`src/hdl/aeg_pkg.sv`:
```
// shared constants and types for the adsr envelope generator
`default_nettype none
package aeg_pkg;

  // default number of fraction bits of the level, coefficients and offsets
  localparam int FRAC_BITS_DEF = 16;

  // stage codes
  localparam int STAGE_W = 3;
  localparam logic [STAGE_W-1:0] ST_IDLE    = 3'd0;
  localparam logic [STAGE_W-1:0] ST_ATTACK  = 3'd1;
  localparam logic [STAGE_W-1:0] ST_DECAY   = 3'd2;
  localparam logic [STAGE_W-1:0] ST_SUSTAIN = 3'd3;
  localparam logic [STAGE_W-1:0] ST_RELEASE = 3'd4;

  // configuration port
  localparam int APB_AW = 5;
  localparam int APB_DW = 32;
  localparam int IDX_W  = 3;
  localparam logic [IDX_W-1:0] CFG_ATTACK_OFFSET  = 3'd0;
  localparam logic [IDX_W-1:0] CFG_ATTACK_COEFF   = 3'd1;
  localparam logic [IDX_W-1:0] CFG_DECAY_OFFSET   = 3'd2;
  localparam logic [IDX_W-1:0] CFG_DECAY_COEFF    = 3'd3;
  localparam logic [IDX_W-1:0] CFG_SUSTAIN_LEVEL  = 3'd4;
  localparam logic [IDX_W-1:0] CFG_RELEASE_OFFSET = 3'd5;
  localparam logic [IDX_W-1:0] CFG_RELEASE_COEFF  = 3'd6;

  // register reset values in Q1.16, scaled to the configured fraction width
  localparam longint RST_ATTACK_OFFSET_Q16  = 656;
  localparam longint RST_ATTACK_COEFF_Q16   = 65536;
  localparam longint RST_DECAY_OFFSET_Q16   = -328;
  localparam longint RST_DECAY_COEFF_Q16    = 65536;
  localparam longint RST_SUSTAIN_LEVEL_Q16  = 32768;
  localparam longint RST_RELEASE_OFFSET_Q16 = -328;
  localparam longint RST_RELEASE_COEFF_Q16  = 65536;

  // gate edges seen by the input stage
  typedef struct packed {
    logic rise;
    logic fall;
  } gate_ev_t;

endpackage
`default_nettype wire

```
`src/hdl/aeg_cfg_regs.sv`:
```
// configuration registers behind the apb-style port
`default_nettype none
module aeg_cfg_regs #(
  parameter int FRAC_BITS = aeg_pkg::FRAC_BITS_DEF
) (
  input  wire logic                       clk,
  input  wire logic                       rst,
  input  wire logic                       psel,
  input  wire logic                       penable,
  input  wire logic                       pwrite,
  input  wire logic [aeg_pkg::APB_AW-1:0] paddr,
  input  wire logic [aeg_pkg::APB_DW-1:0] pwdata,
  output logic      [aeg_pkg::APB_DW-1:0] prdata,
  output logic signed [FRAC_BITS+1:0]     attack_offset,
  output logic      [FRAC_BITS:0]         attack_coeff,
  output logic signed [FRAC_BITS+1:0]     decay_offset,
  output logic      [FRAC_BITS:0]         decay_coeff,
  output logic      [FRAC_BITS:0]         sustain_level,
  output logic signed [FRAC_BITS+1:0]     release_offset,
  output logic      [FRAC_BITS:0]         release_coeff
);
  import aeg_pkg::*;

  localparam int LW = FRAC_BITS + 1;
  localparam int OW = FRAC_BITS + 2;
  localparam longint SCALE = longint'(1) << FRAC_BITS;

  localparam logic [OW-1:0] AO_RST = OW'((RST_ATTACK_OFFSET_Q16 * SCALE) / 65536);
  localparam logic [LW-1:0] AC_RST = LW'((RST_ATTACK_COEFF_Q16 * SCALE) / 65536);
  localparam logic [OW-1:0] DO_RST = OW'((RST_DECAY_OFFSET_Q16 * SCALE) / 65536);
  localparam logic [LW-1:0] DC_RST = LW'((RST_DECAY_COEFF_Q16 * SCALE) / 65536);
  localparam logic [LW-1:0] SL_RST = LW'((RST_SUSTAIN_LEVEL_Q16 * SCALE) / 65536);
  localparam logic [OW-1:0] RO_RST = OW'((RST_RELEASE_OFFSET_Q16 * SCALE) / 65536);
  localparam logic [LW-1:0] RC_RST = LW'((RST_RELEASE_COEFF_Q16 * SCALE) / 65536);

  logic             wr_en;
  logic [IDX_W-1:0] idx;

  assign wr_en = psel && penable && pwrite;
  assign idx   = paddr[IDX_W+1:2];

  always_ff @(posedge clk) begin
    if (rst) begin
      attack_offset  <= AO_RST;
      attack_coeff   <= AC_RST;
      decay_offset   <= DO_RST;
      decay_coeff    <= DC_RST;
      sustain_level  <= SL_RST;
      release_offset <= RO_RST;
      release_coeff  <= RC_RST;
    end else if (wr_en) begin
      case (idx)
        CFG_ATTACK_OFFSET:  attack_offset  <= pwdata[OW-1:0];
        CFG_ATTACK_COEFF:   attack_coeff   <= pwdata[LW-1:0];
        CFG_DECAY_OFFSET:   decay_offset   <= pwdata[OW-1:0];
        CFG_DECAY_COEFF:    decay_coeff    <= pwdata[LW-1:0];
        CFG_SUSTAIN_LEVEL:  sustain_level  <= pwdata[LW-1:0];
        CFG_RELEASE_OFFSET: release_offset <= pwdata[OW-1:0];
        CFG_RELEASE_COEFF:  release_coeff  <= pwdata[LW-1:0];
        default: ;
      endcase
    end
  end

  always_comb begin
    case (idx)
      CFG_ATTACK_OFFSET:  prdata = APB_DW'(attack_offset);
      CFG_ATTACK_COEFF:   prdata = APB_DW'(attack_coeff);
      CFG_DECAY_OFFSET:   prdata = APB_DW'(decay_offset);
      CFG_DECAY_COEFF:    prdata = APB_DW'(decay_coeff);
      CFG_SUSTAIN_LEVEL:  prdata = APB_DW'(sustain_level);
      CFG_RELEASE_OFFSET: prdata = APB_DW'(release_offset);
      CFG_RELEASE_COEFF:  prdata = APB_DW'(release_coeff);
      default:            prdata = '0;
    endcase
  end

endmodule
`default_nettype wire

```
`src/hdl/aeg_input_stage.sv`:
```
// input register with gate edge detection
`default_nettype none
module aeg_input_stage (
  input  wire logic              clk,
  input  wire logic              rst,
  input  wire logic              in_valid,
  output logic                   in_ready,
  input  wire logic              gate,
  input  wire logic              take,
  output logic                   s1_valid,
  output aeg_pkg::gate_ev_t      ev
);
  import aeg_pkg::*;

  logic last_gate;

  assign in_ready = !s1_valid || take;

  always_ff @(posedge clk) begin
    if (rst) begin
      s1_valid  <= 1'b0;
      last_gate <= 1'b0;
    end else begin
      if (in_valid && in_ready) begin
        s1_valid  <= 1'b1;
        last_gate <= gate;
      end else if (take) begin
        s1_valid <= 1'b0;
      end
    end
  end

  // edges are taken against the previous word's gate
  always_ff @(posedge clk) begin
    if (in_valid && in_ready) begin
      ev.rise <= gate && !last_gate;
      ev.fall <= !gate && last_gate;
    end
  end

endmodule
`default_nettype wire

```
`src/hdl/aeg_core.sv`:
```
// stage sequencing and the level multiply-add with saturation
`default_nettype none
module aeg_core #(
  parameter int FRAC_BITS = aeg_pkg::FRAC_BITS_DEF
) (
  input  wire logic                          clk,
  input  wire logic                          rst,
  input  wire logic                          s1_valid,
  input  wire aeg_pkg::gate_ev_t             ev,
  output logic                               take,
  output logic                               out_valid,
  input  wire logic                          out_ready,
  output logic      [FRAC_BITS:0]            level,
  output logic      [aeg_pkg::STAGE_W-1:0]   stage,
  input  wire logic signed [FRAC_BITS+1:0]   attack_offset,
  input  wire logic      [FRAC_BITS:0]       attack_coeff,
  input  wire logic signed [FRAC_BITS+1:0]   decay_offset,
  input  wire logic      [FRAC_BITS:0]       decay_coeff,
  input  wire logic      [FRAC_BITS:0]       sustain_level,
  input  wire logic signed [FRAC_BITS+1:0]   release_offset,
  input  wire logic      [FRAC_BITS:0]       release_coeff
);
  import aeg_pkg::*;

  localparam int LW = FRAC_BITS + 1;
  localparam int OW = FRAC_BITS + 2;
  localparam int SW = FRAC_BITS + 3;
  localparam int PW = 2 * FRAC_BITS + 2;
  localparam logic [LW-1:0] ONE = {1'b1, {FRAC_BITS{1'b0}}};

  logic [STAGE_W-1:0]   stage_reg;
  logic [LW-1:0]        level_reg;
  logic [STAGE_W-1:0]   stage_next;
  logic [LW-1:0]        level_next;
  logic [STAGE_W-1:0]   eff_stage;
  logic [LW-1:0]        coeff;
  logic signed [OW-1:0] offs;
  logic [LW-1:0]        sus;
  logic [PW-1:0]        prod;
  logic [OW-1:0]        t_raw;
  logic [LW-1:0]        t_sat;
  logic signed [SW-1:0] sum;
  logic [LW-1:0]        s_sat;

  assign take  = s1_valid && (!out_valid || out_ready);
  assign level = level_reg;
  assign stage = stage_reg;

  // edge decides the stage used for this word
  always_comb begin
    if (ev.rise) begin
      eff_stage = ST_ATTACK;
    end else if (ev.fall && stage_reg != ST_IDLE) begin
      eff_stage = ST_RELEASE;
    end else begin
      eff_stage = stage_reg;
    end
  end

  always_comb begin
    case (eff_stage)
      ST_ATTACK: begin
        coeff = attack_coeff;
        offs  = attack_offset;
      end
      ST_DECAY: begin
        coeff = decay_coeff;
        offs  = decay_offset;
      end
      default: begin
        coeff = release_coeff;
        offs  = release_offset;
      end
    endcase
  end

  assign sus   = (sustain_level > ONE) ? ONE : sustain_level;
  assign prod  = level_reg * coeff;
  assign t_raw = prod[PW-1:FRAC_BITS];
  assign t_sat = (t_raw > OW'(ONE)) ? ONE : t_raw[LW-1:0];
  assign sum   = $signed({2'b00, t_sat}) + SW'(offs);

  always_comb begin
    if (sum < 0) begin
      s_sat = '0;
    end else if (sum > $signed({2'b00, ONE})) begin
      s_sat = ONE;
    end else begin
      s_sat = sum[LW-1:0];
    end
  end

  always_comb begin
    stage_next = eff_stage;
    level_next = level_reg;
    case (eff_stage)
      ST_ATTACK: begin
        level_next = s_sat;
        if (s_sat >= ONE) begin
          level_next = ONE;
          stage_next = ST_DECAY;
        end
      end
      ST_DECAY: begin
        level_next = s_sat;
        if (s_sat <= sus) begin
          level_next = sus;
          stage_next = ST_SUSTAIN;
        end
      end
      ST_RELEASE: begin
        level_next = s_sat;
        if (s_sat == '0) begin
          stage_next = ST_IDLE;
        end
      end
      default: ;
    endcase
  end

  // the state registers double as the result register
  always_ff @(posedge clk) begin
    if (rst) begin
      stage_reg <= ST_IDLE;
      level_reg <= '0;
      out_valid <= 1'b0;
    end else begin
      if (take) begin
        stage_reg <= stage_next;
        level_reg <= level_next;
        out_valid <= 1'b1;
      end else if (out_ready) begin
        out_valid <= 1'b0;
      end
    end
  end

endmodule
`default_nettype wire

```
`src/hdl/adsr_envelope_generator_unit.sv`:
```
// adsr envelope generator top level
// a word accepted passes the input register, then the state registers, to the output
// throughput: one word per cycle with out_ready high; multiply-add is combinational
// while the result waits on out_ready the input register holds one more word, then stalls
// reset (rst, synchronous) clears the stage to idle, the level and last gate to 0
// and loads the configuration registers with their default values
`default_nettype none
module adsr_envelope_generator_unit #(
  parameter int FRAC_BITS = aeg_pkg::FRAC_BITS_DEF
) (
  input  wire logic                       clk,
  input  wire logic                       rst,
  input  wire logic                       in_valid,
  output logic                            in_ready,
  input  wire logic                       gate,
  output logic                            out_valid,
  input  wire logic                       out_ready,
  output logic [FRAC_BITS:0]              level,
  output logic [aeg_pkg::STAGE_W-1:0]     stage,
  input  wire logic                       psel,
  input  wire logic                       penable,
  input  wire logic                       pwrite,
  input  wire logic [aeg_pkg::APB_AW-1:0] paddr,
  input  wire logic [aeg_pkg::APB_DW-1:0] pwdata,
  output logic      [aeg_pkg::APB_DW-1:0] prdata,
  output logic                            pready
);
  import aeg_pkg::*;

  logic signed [FRAC_BITS+1:0] attack_offset;
  logic        [FRAC_BITS:0]   attack_coeff;
  logic signed [FRAC_BITS+1:0] decay_offset;
  logic        [FRAC_BITS:0]   decay_coeff;
  logic        [FRAC_BITS:0]   sustain_level;
  logic signed [FRAC_BITS+1:0] release_offset;
  logic        [FRAC_BITS:0]   release_coeff;
  logic                        s1_valid;
  logic                        take;
  gate_ev_t                    ev;

  assign pready = 1'b1;

  aeg_cfg_regs #(.FRAC_BITS(FRAC_BITS)) u_cfg (
    .clk            (clk),
    .rst            (rst),
    .psel           (psel),
    .penable        (penable),
    .pwrite         (pwrite),
    .paddr          (paddr),
    .pwdata         (pwdata),
    .prdata         (prdata),
    .attack_offset  (attack_offset),
    .attack_coeff   (attack_coeff),
    .decay_offset   (decay_offset),
    .decay_coeff    (decay_coeff),
    .sustain_level  (sustain_level),
    .release_offset (release_offset),
    .release_coeff  (release_coeff)
  );

  aeg_input_stage u_in (
    .clk      (clk),
    .rst      (rst),
    .in_valid (in_valid),
    .in_ready (in_ready),
    .gate     (gate),
    .take     (take),
    .s1_valid (s1_valid),
    .ev       (ev)
  );

  aeg_core #(.FRAC_BITS(FRAC_BITS)) u_core (
    .clk            (clk),
    .rst            (rst),
    .s1_valid       (s1_valid),
    .ev             (ev),
    .take           (take),
    .out_valid      (out_valid),
    .out_ready      (out_ready),
    .level          (level),
    .stage          (stage),
    .attack_offset  (attack_offset),
    .attack_coeff   (attack_coeff),
    .decay_offset   (decay_offset),
    .decay_coeff    (decay_coeff),
    .sustain_level  (sustain_level),
    .release_offset (release_offset),
    .release_coeff  (release_coeff)
  );

endmodule
`default_nettype wire

```
`config.mk`:
```
export PLATFORM = sky130hd
export DESIGN_NAME = adsr_envelope_generator_unit
export DESIGN_NICKNAME = d
export VERILOG_FILES = /design/src/hdl/aeg_pkg.sv /design/src/hdl/aeg_cfg_regs.sv /design/src/hdl/aeg_input_stage.sv /design/src/hdl/aeg_core.sv /design/src/hdl/adsr_envelope_generator_unit.sv
export SDC_FILE = /design/constraint.sdc
export NUM_CORES = 1
export LEC_CHECK = 0
export ABC_AREA = 1
export BUFFER_PORTS_ARGS = -buffer_cell sky130_fd_sc_hd__buf_4
export CAP_MARGIN = 20
export CORE_AREA = 2 2 191 193
export CTS_CLUSTER_SIZE = 12
export DETAILED_ROUTE_END_ITERATION = 10
export DIE_AREA = 0 0 193 195
export PLACE_DENSITY = 0.81
export SETUP_SLACK_MARGIN = 0.15
export SYNTH_ARGS = -nofsm -noshare
export SYNTH_HDL_FRONTEND = slang
export SYNTH_HIERARCHICAL = 1
export SYNTH_SLANG_ARGS = --single-unit
```
`constraint.sdc`:
```
create_clock -name clk -period 11.6 [get_ports clk]
set_input_delay 2.32 -clock clk [delete_from_list [all_inputs] [get_ports clk]]
set_output_delay 2.32 -clock clk [all_outputs]
set_load 0.02 [all_outputs]
```
==> flow_summary.ini, run 1 <==
[synthesis]
synth_seq_area_share = 0.153
ys.flop_type = dfxtp_1
synth_area_per_cell_um2 = 6.89
syn_area_um2 = 19300
ys_warn_count = 6
synth_edf_count = 2
ys_seq_elements = 147
yosysUniqueCellTypes = 48
syn_inst = 2806
synth_nets = 3214
async_flop_share = 0

[routing]
drtPass1Iterations = 6
drc = 0
vias_per_cell = 5.84
num_vias = 19822
drt-wirelength-per-cell_um = 19.3
drt_first_iter_violations = 2432
postRouteAntennaNets = 0
wl_um = 65600

[floorplan]
fp.dieArea_um2 = 37600
core-area_um2 = 35400
die_x_um = 193
ios = 100
initial_core_util = 0.546
rows = 69
die_y_um = 195

[timing]
tightest_slew_ns = 1.11
setup_viol = 0
layout_setup_ws_ns = 0.463
final_hold_viol_count = 0
max_slew_margin = 0.260
finalMaxSlewViolations = 0
finalClockSkew_ns = 0.0112
min_period_ns = 11.14
finalCritPeriodShare = 0.960
setup_tns_ns = 0
whs_ns = 0.491
timing.fmax_mhz = 89.8

[critical_path]
worst_ep_arrival_time_ns = 11.49
crit_type = reg2reg
path_buf_inv = 12
path_delay_family = adder cells
required_ns = 11.96
cp_max_fo = 16
startpoint = u_in/ev[0]$_DFFE_PP_
reg2reg_to = u_core/level[9]$_SDFFE_PP0P_
r2r_slack_ns = 0.46
crit-reg2reg-launch = u_in/ev[0]$_DFFE_PP_
cp_common_cell = nand2_1
cpPeakStageDelay_ns = 0.62
cp-end-kind = flop
crit_slowest_cell = fa_2
cp-start-kind = flop
ff2ff_path_depth = 64

[placed_design]
dp_slack_ns = 0.129
io_buffers = 82
gp_congestion = 0.959
post_dp_cell_area_um2 = 20600
hpwl_um = 47600

[clock_network]
cts_tree = built
cts_root_buffer = clkbuf_16
clock_latency_ns = 0.44
cts_max_level = 4
path_clk_slew_ns = 0.06
cts_max_path_buffers = 2
numCtsBuffers = 17
clkSinkCount = 147

[run_status]
outcome = finished clean

[final_layout]
fin_area_um2 = 22400
areaGrowthSynthToFinish_pct = 15.8
top_regs = u_cfg/attack_offset: 18 flops, u_cfg/decay_offset: 18 flops, u_cfg/release_offset: 18 flops
final_nets = 3334
drive_above_1_share = 0.156
n_fill_cell = 3064
n_antenna_cell = 0

[pwr]
power.share.clock = 0.307
p_switching_mw = 0.686
p_sw_frac = 0.383
ir_worst_vdd_mv = 0.114
power_density_nw_per_um2 = 80.1
seq_power_share = 0.303
p_comb_frac = 0.390
power_leakage_nw = 11.1
p_int_mw = 1.11

[grt]
grt_overflow_total = 0
grt_max_degree = 89
grt_pass1_wl_um = 98500
grt_pass1_vias = 18815
grt_usage = 0.337
antenna_found_initial = 1

[worst_hold_path]
min_from = u_cfg/decay_offset[3]$_SDFFE_PP1P_
min_path_type = reg2reg
min_path_cells = 2
holdPathEnd = u_cfg/decay_offset[3]$_SDFFE_PP1P_

[flow_run]
cap_viol_max_count = 0
## how the worst max path moves through the flow
stage | end | slack [ns] | cells after the start
floorplan | u_core/level[14]$_SDFFE_PP0P_ | 0.86 | 69
global placement | u_core/level[7]$_SDFFE_PP0P_ | 0.34 | 66
detailed placement | u_core/level[5]$_SDFFE_PP0P_ | 0.13 | 62
CTS | u_core/level[5]$_SDFFE_PP0P_ | 0.16 | 62
global route | u_core/level[12]$_SDFFE_PP0P_ | -0.10 | 65
finish | u_core/level[9]$_SDFFE_PP0P_ | 0.46 | 64
## final cells by class
type,count,area (µm²),share of cell area
repair buffers,226,1890,0.0846
inverters,458,1770,0.0791
clock inverters,8,105,0.00470
well taps,461,577,0.0258
clock buffers,20,467,0.0209
repair inverters,1,7.51,0.000335
multi-input cells,2075,14600,0.652
flip-flops and latches,147,2970,0.133
## cell families (layout without fill, tap and decap cells)
| kind of cell | after synthesis | count (layout) | synth area share |
|---|---|---|---|
| other cells | 1 | 1 | 0.000194 |
| fa+ha+maj | 363 | 363 | 0.322 |
| flops | 147 | 147 | 0.153 |
| compound gates | 209 | 209 | 0.0663 |
| simple gates | 1483 | 1483 | 0.324 |
| xor+xnor | 19 | 19 | 0.00958 |
| buf+inv | 584 | 713 | 0.125 |
## layer usage
metal  vias to the layer above  routed length (µm)  global-route usage
li1                       8905                   -                   -
met1                      9310               23200               0.405
met2                      1287               30400               0.552
met3                       320                6660              0.0622
met4                         0                5330               0.219
met5                         -                   0                   0
## synthesized netlist by cell type (26+ instances only)
library cell / n / area share
nand4_1: 67 / 0.022
dfxtp_1: 145 / 0.15
nand3_1: 192 / 0.050
clkbuf_1: 47 / 0.0091
buf_2: 26 / 0.0067
a21oi_1: 71 / 0.018
nor2_1: 445 / 0.086
buf_4: 27 / 0.010
inv_1: 432 / 0.084
nand2_1: 708 / 0.14
ha_1: 140 / 0.091
o21ai_0: 48 / 0.012
fa_1: 223 / 0.23
## through the flow
step / power, mW / util / instances
after floorplan: 0.926 / - / 2806
after global placement: 1.14 / 0.581 / 3316
after detailed placement: 1.15 / 0.581 / 3316
after CTS: 1.69 / 0.598 / 3344
after global routing: 1.87 / 0.632 / 3396
final: 1.79 / 0.632 / 3396
## power by group through the flow
stage / clock (mW) / sequential, mW / combinational [mW]
floorplan: 0 / 0.547 / 0.379
global placement: 0 / 0.551 / 0.587
detailed placement: 0 / 0.551 / 0.598
CTS: 0.552 / 0.540 / 0.601
global route: 0.574 / 0.544 / 0.750
finish: 0.550 / 0.542 / 0.699
## cells in the final DEF (no fill, tap or decap), drive strengths merged
| cell type | netlist | layout |
|---|---|---|
| xnor2 | 8 | 8 |
| a21o | 6 | 6 |
| nand4 | 67 | 67 |
| nand2 | 727 | 727 |
| bufinv | 0 | 2 |
| fa | 223 | 223 |
| o21bai | 8 | 8 |
| a22o | 18 | 18 |
| nand3b | 4 | 4 |
| nor2 | 469 | 469 |
| a21boi | 2 | 2 |
| dfxtp | 145 | 145 |
| nor3 | 11 | 11 |
| clkinv | 16 | 13 |
| nand3 | 200 | 200 |
| o211ai | 12 | 12 |
| a31oi | 23 | 23 |
| ha | 140 | 140 |
| conb | 1 | 1 |
| o21ai | 55 | 55 |
| a221oi | 2 | 2 |
| a21oi | 80 | 80 |
| o31ai | 2 | 2 |
| xor2 | 11 | 11 |
| o31a | 1 | 1 |
| edfxtp | 2 | 2 |
| buf | 79 | 222 |
| nor4 | 5 | 5 |
| inv | 442 | 443 |
| clkbuf | 47 | 24 |
| clkinvlp | 0 | 9 |
## worst min-delay path, cell delays in order, from the launching register on
cell and delay [ns]:
dfxtp_1 0.32, nand2_1 0.06, nand3_1 0.05
## repair_timing
item | 4_1_cts | 5_1_grt
buffers inserted | 0 | 46
cloned | 0 | 5
hold buffers | 0 | 0
gates resized for setup | 1 | 182
setup endpoints to repair | 14 | 19
pin swaps | 0 | 55
Power figures use the tool's default switching activity.
==> run 2: changes to the inputs <==
--- a/config.mk
+++ b/config.mk
@@ -8,11 +8,11 @@
 export ABC_AREA = 1
 export BUFFER_PORTS_ARGS = -buffer_cell sky130_fd_sc_hd__buf_4
 export CAP_MARGIN = 20
-export CORE_AREA = 2 2 191 193
+export CORE_AREA = 2 2 185 187
 export CTS_CLUSTER_SIZE = 12
 export DETAILED_ROUTE_END_ITERATION = 10
-export DIE_AREA = 0 0 193 195
-export PLACE_DENSITY = 0.81
+export DIE_AREA = 0 0 187 189
+export PLACE_DENSITY = 0.85
 export SETUP_SLACK_MARGIN = 0.15
 export SYNTH_ARGS = -nofsm -noshare
 export SYNTH_HDL_FRONTEND = slang
==> constraint.sdc (replaced) <==
create_clock -name clk -period 11.6 [get_ports clk]
set_input_delay 0 -clock clk [delete_from_list [all_inputs] [get_ports clk]]
set_output_delay 0 -clock clk [all_outputs]
set_load 0.02 [all_outputs]
==> run 2 against run 1 <==
Effect of this change:
- core utilization rose by 2.3 points
- sequential share of layout area rose by 0.35 points
- routed wire length fell by 2.7%
- via count fell by 1.0%
- clock-buffer cell count did not move
- cell area fell by 2.6%
- non-clock buffer count fell by 21
- global-route usage rose by 1.6 points
- first-iteration DRC count fell by 8.4%
- final cell count fell by 0.91%
- total power fell by 0.94%
- highest routed layer unchanged
==> flow_summary.ini, run 2 (synthesis results as in run 1) <==
[floorplan]
rows = 67
ios = 100
die_y_um = 189
core-area_um2 = 33300
die_x_um = 187
initial_core_util = 0.581
fp.dieArea_um2 = 35300

[critical_path]
crit_slowest_cell = fa_2
crit_end = u_core/level[15]$_SDFFE_PP0P_
path_buf_inv = 9
worst_ep_arrival_time_ns = 11.41
crit_type = reg2reg
startpoint = u_in/ev[0]$_DFFE_PP_
reg2reg_to = u_core/level[15]$_SDFFE_PP0P_
cp-end-kind = flop
crit_cells = 55
cp_common_cell = nand2_1
required_ns = 11.85
cp_max_fo = 19
cpPeakStageDelay_ns = 0.62
cp-start-kind = flop
ff2ff_path_depth = 55
r2r_slack_ns = 0.44
path_delay_family = adder cells
crit-reg2reg-launch = u_in/ev[0]$_DFFE_PP_

[final_layout]
top_regs = u_cfg/attack_offset: 18 flops, u_cfg/decay_offset: 18 flops, u_cfg/release_offset: 18 flops
n_antenna_cell = 0
n_fill_cell = 2777
final_cell_mix = 702 x nand2_1, 438 x nor2_1, 424 x inv_1
areaGrowthSynthToFinish_pct = 12.8
final_common_cell = nand2_1
fin_area_um2 = 21800
drive_above_1_share = 0.122
final_nets = 3313

[grt]
grt_max_degree = 90
met3_usage = 0.0606
grt_usage = 0.353
antenna_found_initial = 0
use_met2 = 0.597
grt_overflow_total = 0
grt_pass1_vias = 18922
busiest_layer = met2
grtUsageMet1 = 0.408
grt_pass1_wl_um = 98100

[clock_network]
cts_root_buffer = clkbuf_16
cts_max_path_buffers = 2
numCtsBuffers = 17
clkSinkCount = 147
cts_tree = built
clock_latency_ns = 0.43
path_clk_slew_ns = 0.06
cts_max_level = 4

[routing]
postRouteAntennaNets = 0
drt_first_iter_violations = 2228
drc = 0
wl_um = 63800
drt-wirelength-per-cell_um = 19.0
vias_per_cell = 5.83
drtPass1Iterations = 7
num_vias = 19620

[timing]
timing.fmax_mhz = 89.6
finalCritPeriodShare = 0.962
setup_viol = 0
final_hold_viol_count = 0
rsz0062_at_grt = yes
finalClockSkew_ns = 0.00964
tightest_slew_ns = 1.07
finalMaxSlewViolations = 0
min_period_ns = 11.16
whs_ns = 0.0157
max_slew_margin = 0.288

[pwr]
power.share.clock = 0.321
power_leakage_nw = 10.9
totalPowerFinal_mw = 1.78
ir_worst_vdd_mv = 0.137
power_density_nw_per_um2 = 81.4
p_comb_frac = 0.374
p_sw_frac = 0.379
seq_power_share = 0.305
p_switching_mw = 0.673
p_int_mw = 1.10

[placed_design]
io_buffers = 82
gp_congestion = 0.992
post_dp_cell_area_um2 = 20500
hpwl_um = 47700

[flow_run]
cap_viol_max_count = 0

[run_status]
outcome = finished clean

[worst_hold_path]
min_path_type = in2reg
-- run 2: power by group through the flow --
stage / Combinational [mW] / Sequential, mW / Clock (mW)
final: 0.664 / 0.541 / 0.570
after detailed placement: 0.595 / 0.550 / 0
after floorplan: 0.379 / 0.547 / 0
after global routing: 0.711 / 0.542 / 0.599
after CTS: 0.606 / 0.539 / 0.573
after global placement: 0.581 / 0.549 / 0
-- run 2: worst register-to-register path: cells and delay by family (launching register included) --
family / cells / cell delay, ns
fa+ha+maj: 9 / 4.04
simple gates: 25 / 2.98
compound gates: 10 / 1.79
buf+inv: 9 / 1.17
xor+xnor: 2 / 0.55
flops: 1 / 0.44
-- run 2: through the flow --
| step | setup TNS [ns] | util | setup slack, ns | std cells |
|---|---|---|---|---|
| after global placement | 0 | 0.617 | 0.321 | 3301 |
| after CTS | 0 | 0.641 | 0.184 | 3349 |
| after global routing | -1.16 | 0.655 | -0.0914 | 3365 |
| after detailed placement | -2.58 | 0.617 | -0.176 | 3301 |
| after floorplan | 0 | - | 0.856 | 2806 |
| final | 0 | 0.655 | 0.444 | 3365 |
-- run 2: worst min-delay path by stage --
stage / from / end / cells after the start / slack (ns)
after floorplan: rst / u_core/out_valid$_SDFFE_PP0P_ / 1 / 0.07
after global placement: rst / u_in/s1_valid$_SDFFE_PP0P_ / 2 / 0.22
after detailed placement: rst / u_core/out_valid$_SDFFE_PP0P_ / 2 / 0.23
after CTS: pwdata[0] / u_cfg/release_offset[0]$_SDFFE_PP0P_ / 5 / 0.01
after global routing: pwdata[2] / u_cfg/decay_coeff[2]$_SDFFE_PP0P_ / 5 / 0.05
final: pwdata[0] / u_cfg/release_offset[0]$_SDFFE_PP0P_ / 5 / 0.02
-- run 2: area by class of cell --
type	count	area (µm²)	area share
Inverter	458	1750	0.0803
Clock buffer	20	457	0.0209
Tap cell	448	561	0.0257
Timing Repair Buffer	205	1690	0.0777
Multi-Input combinational cell	2076	14200	0.652
Clock inverter	11	153	0.00700
Sequential cell	147	2970	0.136
-- run 2: timing repair --
action / 4_1_cts / 5_1_grt
buffers inserted: 0 / 15
cloned: 0 / 1
pin swaps: 0 / 33
hold endpoints to repair: 42 / 0
hold buffers: 17 / 0
gates resized for setup: 7 / 90
endpoints found under the setup margin: 18 / 18
-- run 2: layer usage --
metal | wire length (µm) | part of all wire
met5 | 0 | 0
met4 | 5370 | 0.084
met3 | 6260 | 0.098
met2 | 29800 | 0.47
met1 | 22400 | 0.35
